**src/rtl/epobm_pkg.sv**
```systemverilog
// ----------------------------------------------------------------------------
// epobm_pkg
// shared constants, codes and controller/datapath types of the order book matcher
// ----------------------------------------------------------------------------
package epobm_pkg;

	localparam int LEVELS_PER_SIDE  = 64;
	localparam int SLOT_W           = $clog2(LEVELS_PER_SIDE);
	localparam int LVL_W            = SLOT_W + 1;
	localparam int NUM_LEVELS       = 2 * LEVELS_PER_SIDE;
	localparam int ORDERS_PER_LEVEL = 16;
	localparam int POS_W            = 4;
	localparam int CNT_W            = 5;
	localparam int ORD_ADDR_W       = LVL_W + POS_W;
	localparam int PRICE_BITS       = 24;
	localparam int PRICE_W          = 24;
	localparam int QTY_W            = 16;
	localparam int IDENT_W          = 32;
	localparam int TOT_W            = 21;
	localparam int AFTER_W          = 20;
	localparam int REMOVED_W        = 5;
	localparam int OUTCOME_W        = 3;

	localparam logic BUY  = 1'b0;
	localparam logic SELL = 1'b1;

	typedef enum logic [OUTCOME_W-1:0] {
		OC_NEW     = 3'd0,
		OC_JOINED  = 3'd1,
		OC_CLEAR   = 3'd2,
		OC_PARTIAL = 3'd3,
		OC_SWEPT   = 3'd4,
		OC_REJECT  = 3'd5
	} outcome_t;

	typedef enum logic [2:0] {
		DEC_CLEAR,
		DEC_WALK,
		DEC_SWEEP,
		DEC_REST,
		DEC_REJECT
	} decision_t;

	typedef enum logic [2:0] {
		ST_IDLE,
		ST_SCAN,
		ST_DECIDE,
		ST_WALK_RD,
		ST_WALK_EX,
		ST_WALK_END
	} state_t;

	typedef struct packed {
		logic load;
		logic scan;
		logic decide;
		logic walk_rd;
		logic walk_ex;
		logic walk_end;
	} ctl_cmd_t;

	typedef struct packed {
		logic scan_done;
		logic need_walk;
		logic walk_go;
	} dp_stat_t;

	typedef struct packed {
		logic [PRICE_W-1:0] price;
		logic [TOT_W-1:0]   total;
		logic [POS_W-1:0]   head;
		logic [CNT_W-1:0]   count;
	} lvl_word_t;

	typedef struct packed {
		logic [IDENT_W-1:0] ident;
		logic [QTY_W-1:0]   qty;
	} ord_word_t;

endpackage

```
**src/rtl/epobm_ctrl.sv**
```systemverilog
// ----------------------------------------------------------------------------
// epobm_ctrl
// sequencer: level scan, decision, fifo walk over the matched level
// ----------------------------------------------------------------------------
module epobm_ctrl (
	input  logic                clk,
	input  logic                arst_n,
	input  logic                start,
	input  epobm_pkg::dp_stat_t stat,
	output epobm_pkg::ctl_cmd_t cmd,
	output logic                busy
);
	import epobm_pkg::*;

	state_t state_q, state_d;

	always_ff @(posedge clk or negedge arst_n) begin
		if (!arst_n) begin
			state_q <= ST_IDLE;
		end else begin
			state_q <= state_d;
		end
	end

	always_comb begin
		state_d = state_q;
		case (state_q)
			ST_IDLE: begin
				if (start) state_d = ST_SCAN;
			end
			ST_SCAN: begin
				if (stat.scan_done) state_d = ST_DECIDE;
			end
			ST_DECIDE: begin
				state_d = stat.need_walk ? ST_WALK_RD : ST_IDLE;
			end
			ST_WALK_RD: begin
				state_d = stat.walk_go ? ST_WALK_EX : ST_WALK_END;
			end
			ST_WALK_EX: begin
				state_d = ST_WALK_RD;
			end
			ST_WALK_END: begin
				state_d = ST_IDLE;
			end
			default: begin
				state_d = ST_IDLE;
			end
		endcase
	end

	always_comb begin
		cmd = '0;
		busy = 1'b1;
		case (state_q)
			ST_IDLE: begin
				busy = 1'b0;
				cmd.load = start;
			end
			ST_SCAN:     cmd.scan = 1'b1;
			ST_DECIDE:   cmd.decide = 1'b1;
			ST_WALK_RD:  cmd.walk_rd = 1'b1;
			ST_WALK_EX:  cmd.walk_ex = 1'b1;
			ST_WALK_END: cmd.walk_end = 1'b1;
			default:     busy = 1'b1;
		endcase
	end

endmodule

```
**config.mk**
```make
export PLATFORM = sky130hd
export DESIGN_NAME = epobm_ctrl
export DESIGN_NICKNAME = d
export VERILOG_FILES = /design/src/rtl/epobm_pkg.sv /design/src/rtl/epobm_ctrl.sv
export SDC_FILE = /design/constraint.sdc
export NUM_CORES = 1
export LEC_CHECK = 0
export BUFFER_PORTS_ARGS = -buffer_cell sky130_fd_sc_hd__buf_4
export CAP_MARGIN = 0
export CORE_AREA = 8 8 45 47
export CTS_BUF_LIST = sky130_fd_sc_hd__clkbuf_4 sky130_fd_sc_hd__clkbuf_8
export CTS_CLUSTER_SIZE = 25
export DETAILED_ROUTE_END_ITERATION = 16
export DIE_AREA = 0 0 53 55
export SYNTH_ARGS = -nofsm -noshare
export SYNTH_HDL_FRONTEND = slang
export SYNTH_SLANG_ARGS = --single-unit
```
**constraint.sdc**
```tcl
create_clock -name clk -period 1.1 [get_ports clk]
set_clock_uncertainty 0.05 [all_clocks]
set_input_delay 0.165 -clock clk [delete_from_list [all_inputs] [get_ports clk]]
set_output_delay 0.165 -clock clk [all_outputs]
set_load 0.02 [all_outputs]
```
---- Yosys cells after proc, flatten, opt, wreduce, memory -nomap -nowiden ----
Cells that the tools add are included.
storage, ports and cells
  word-level logic and storage cells ...... 22
  flip-flop bits (word level) ............. 3
  output and inout bits ................... 7
  input port bits ......................... 6
operators by class
  reductions and logical operators ........ 2
  muxes and demuxes ....................... 12
  equal/unequal tests ..................... 7
operator list
  kind                  number
  $pmux W3 S5           1
  $mux W1               8
  $eq A3 B2 Y1 const B  2
  $eq A3 B3 Y1 const B  2
  $mux W3               2
  $ne A2 B2 Y1 const B  2
  $eq A3 B1 Y1 const B  1
  $logic_not A3 Y1      1
  $mux W2               1
  $reduce_and A2 Y1     1

---- Logic depth before layout (Yosys ltp) ----
  word-level depth ........................ 3
  depth in mapped cells ................... 4

---- Worst setup path after synthesis ----
OpenSTA, ideal clock, no wires.
  path kind ............................... reg-to-output
  from .................................... register state_q[1]
  to ...................................... output port cmd[5] (netlist bit)
  data arrival time ....................... 1.129 ns
  data required time ...................... 0.885 ns
  stages on the path, launching flop included .. 4
  setup slack ............................. -0.244 ns
  cell sequence ........................... dfrtp_1 buf_6 or3_4 nor2_2
RTL lines
  element                 line              source
  from (decl)             epobm_ctrl.sv:15  state_t state_q, state_d;
  from (signal assigned)  epobm_ctrl.sv:21  state_q <= state_d;
  to (decl)               epobm_ctrl.sv:10  output epobm_pkg::ctl_cmd_t cmd,

==> metrics.yaml <==
cts_tree: "built"
core_area_um2: 1380
final_nets: 52
reg_top3: "state_q x3"
io-pin-count: 13
path_clk_slew_ps: 40
timing.final.ws_setup_ps: -334
antenna_found_initial: 0
min_to: "state_q[1]$_DFFE_PN0P_"
critPathKind: "flip-flop to primary output"
grt_usage: 0.0515
rr_startpoint: "state_q[2]$_DFFE_PN0P_"
cts_buffer_depth: 2
clock.fmax_ghz: 0.697
cp_max_fo: 4
period_share: 1.30
rows: 14
rsz0062_at_grt: "true"
hold_class: "input port to flip-flop"
status: "finished with violations"
die_area_um2: 2920
synth_cell_types: 17
setup.worst_path.end_class: "primary output"
grt_pass1_wl_um: 1060
first_global_vias: 264
initial_utilization: 0.181
drt_pass1_iterations: 1
avgSynthCellArea_um2: 10.4
hpwl_um: 509
wl_per_cell_um: 10.7
cts_max_level: 1
whs_path_depth: 2
ys_warn_count: 0
largest_register: "state_q"
grt_max_degree: 11
place.port_buffers: 12
cts_buffers: 3
start_kind: "flip-flop"
ff2ff_path_depth: 4
synthToLayoutAreaGrowth_pct: 88.5
drv_cap: 0
drc_errors: 0
die_x_um: 53
fin_hold_ws_ps: 109
clkLatencyLatePin_ps: 230
hold_path.startpoint: "stat[1]"
largest_reg_flops: 3
drt_iter0_drc: 0
power_mw: 1.25
worstPathRequired_ps: 880
overflow: 0
hold_viol: 0
r2r_slack_ps: -110
ys_seq_area_frac: 0.300
fin_crit_ps: 1430
ys_ff_latch: 3
syn_inst: 24
syn-num-nets: 30
regToRegEndpoint: "state_q[1]$_DFFE_PN0P_"
wirelength_um: 654
final_max_slew_viol_count: 0
ant_nets: 0
synthTopCellsByArea: "dfrtp_1 30%, and3b_2 12%, nor3b_2 10%, buf_6 9.0%, a211o_1 7.0%"
yosysTopAreaCell: "dfrtp_1"
setup_viol: 9
worstMarginPinSlew_ps: 284
clock-root-buffer: "clkbuf_4"
ir_drop_mv: 1.02
via_per_inst: 4.11
p_per_area_nw_per_um2: 2660
netlist.area_leader.share: 0.300
violations: "negative setup slack"
drive_above_1_share: 0.711
insertedDiodeCount: 0
gp_congestion: 0.641
crit_arrival_ps: 1220
synth_area_um2: 250
slew_headroom: 0.808
die_h_um: 55
power_leakage_nw: 0.236
vias: 251
cts_sinks: 3
-- stage by stage --
stage	util	TNS [ps]	setup slack, ps	std cells	area, um^2
2_1_floorplan	-	-449	-192	24	255
3_3_place_gp	0.277	-463	-100	55	383
3_5_place_dp	0.277	-498	-109	55	383
4_1_cts	0.323	-2240	-353	61	447
5_1_grt	0.341	-2520	-372	61	472
6_report	0.341	-2120	-334	61	472
-- worst max-delay path: stages (launching register included) --
cell and delay (ps):
dfrtp_2 430, or3_4 360, nor2_4 90, buf_6 120
-- worst max path at each step --
stage	start	end	slack [ps]	cells past startpoint
3_5_place_dp	state_q[2]$_DFFE_PN0P_	cmd[5]	-110	3
2_1_floorplan	state_q[1]$_DFFE_PN0P_	cmd[5]	-190	3
3_3_place_gp	state_q[0]$_DFFE_PN0P_	cmd[5]	-100	3
4_1_cts	state_q[0]$_DFFE_PN0P_	cmd[5]	-350	3
5_1_grt	state_q[2]$_DFFE_PN0P_	cmd[5]	-370	3
6_report	state_q[2]$_DFFE_PN0P_	cmd[5]	-330	3
-- cell usage in the layout (no fill, tap or decap) --
master,Yosys,routed
inv_1,1,1
or3_4,1,1
buf_6,2,6
a21oi_1,1,1
nor3_1,1,1
or2b_1,1,1
nor2_1,1,1
and3b_2,3,3
nand2b_1,1,1
dfrtp_1,3,2
nor2_4,0,1
nor3b_2,2,1
a211o_1,2,2
dlygate4sd3_1,0,1
buf_4,0,13
nor4bb_1,1,1
dfrtp_2,0,1
clkbuf_4,0,4
nor3b_4,0,2
nor4b_1,1,1
-- kinds of logic after synthesis --
group / share of synthesized area
buffers and inverters: 0.125
DFF: 0.300
AOI/OAI and AO/OA: 0.0900
and+or+nand+nor: 0.485
-- cells in the mapped netlist (all sizes together) --
cell / instances
a211o: 2
or3: 1
nor4b: 1
and3b: 3
nor3b: 3
nand2b: 1
or2b: 1
nor3: 1
buf: 3
dfrtp: 3
nor4bb: 1
nor2: 2
a21oi: 1
inv: 1
-- what timing repair did --
item,CTS,global route
pin swaps,1,0
setup buffers,1,0
hold buffers,1,0
endpoints found under the setup margin,9,9
cloned,0,0
resized for setup,4,6
endpoints found under the hold margin,3,0
-- cell type report --
class | count | area, um^2
sequential | 3 | 76.3
tap | 16 | 20.0
timing repair buffer | 20 | 175
multi-input combinational | 17 | 166
fill | 156 | 912
inverter | 1 | 3.75
clock buffer | 4 | 30.0
-- metal layers --
layer	up-vias	track usage	wire, um
li1	127	-	-
met1	116	0.0473	213
met2	8	0.0840	359
met3	0	0.0214	82
met4	0	0.0517	0
met5	-	0	0
-- power by group --
| group | internal [mW] | total, mW | leakage (nW) | switching [mW] |
|---|---|---|---|---|
| logic | 0.460 | 0.843 | 0.181 | 0.383 |
| clock network | 0.160 | 0.215 | 0.0184 | 0.0542 |
| registers | 0.156 | 0.197 | 0.0371 | 0.0409 |
| total | 0.777 | 1.25 | 0.236 | 0.478 |
(Power assumes the default switching activity.)
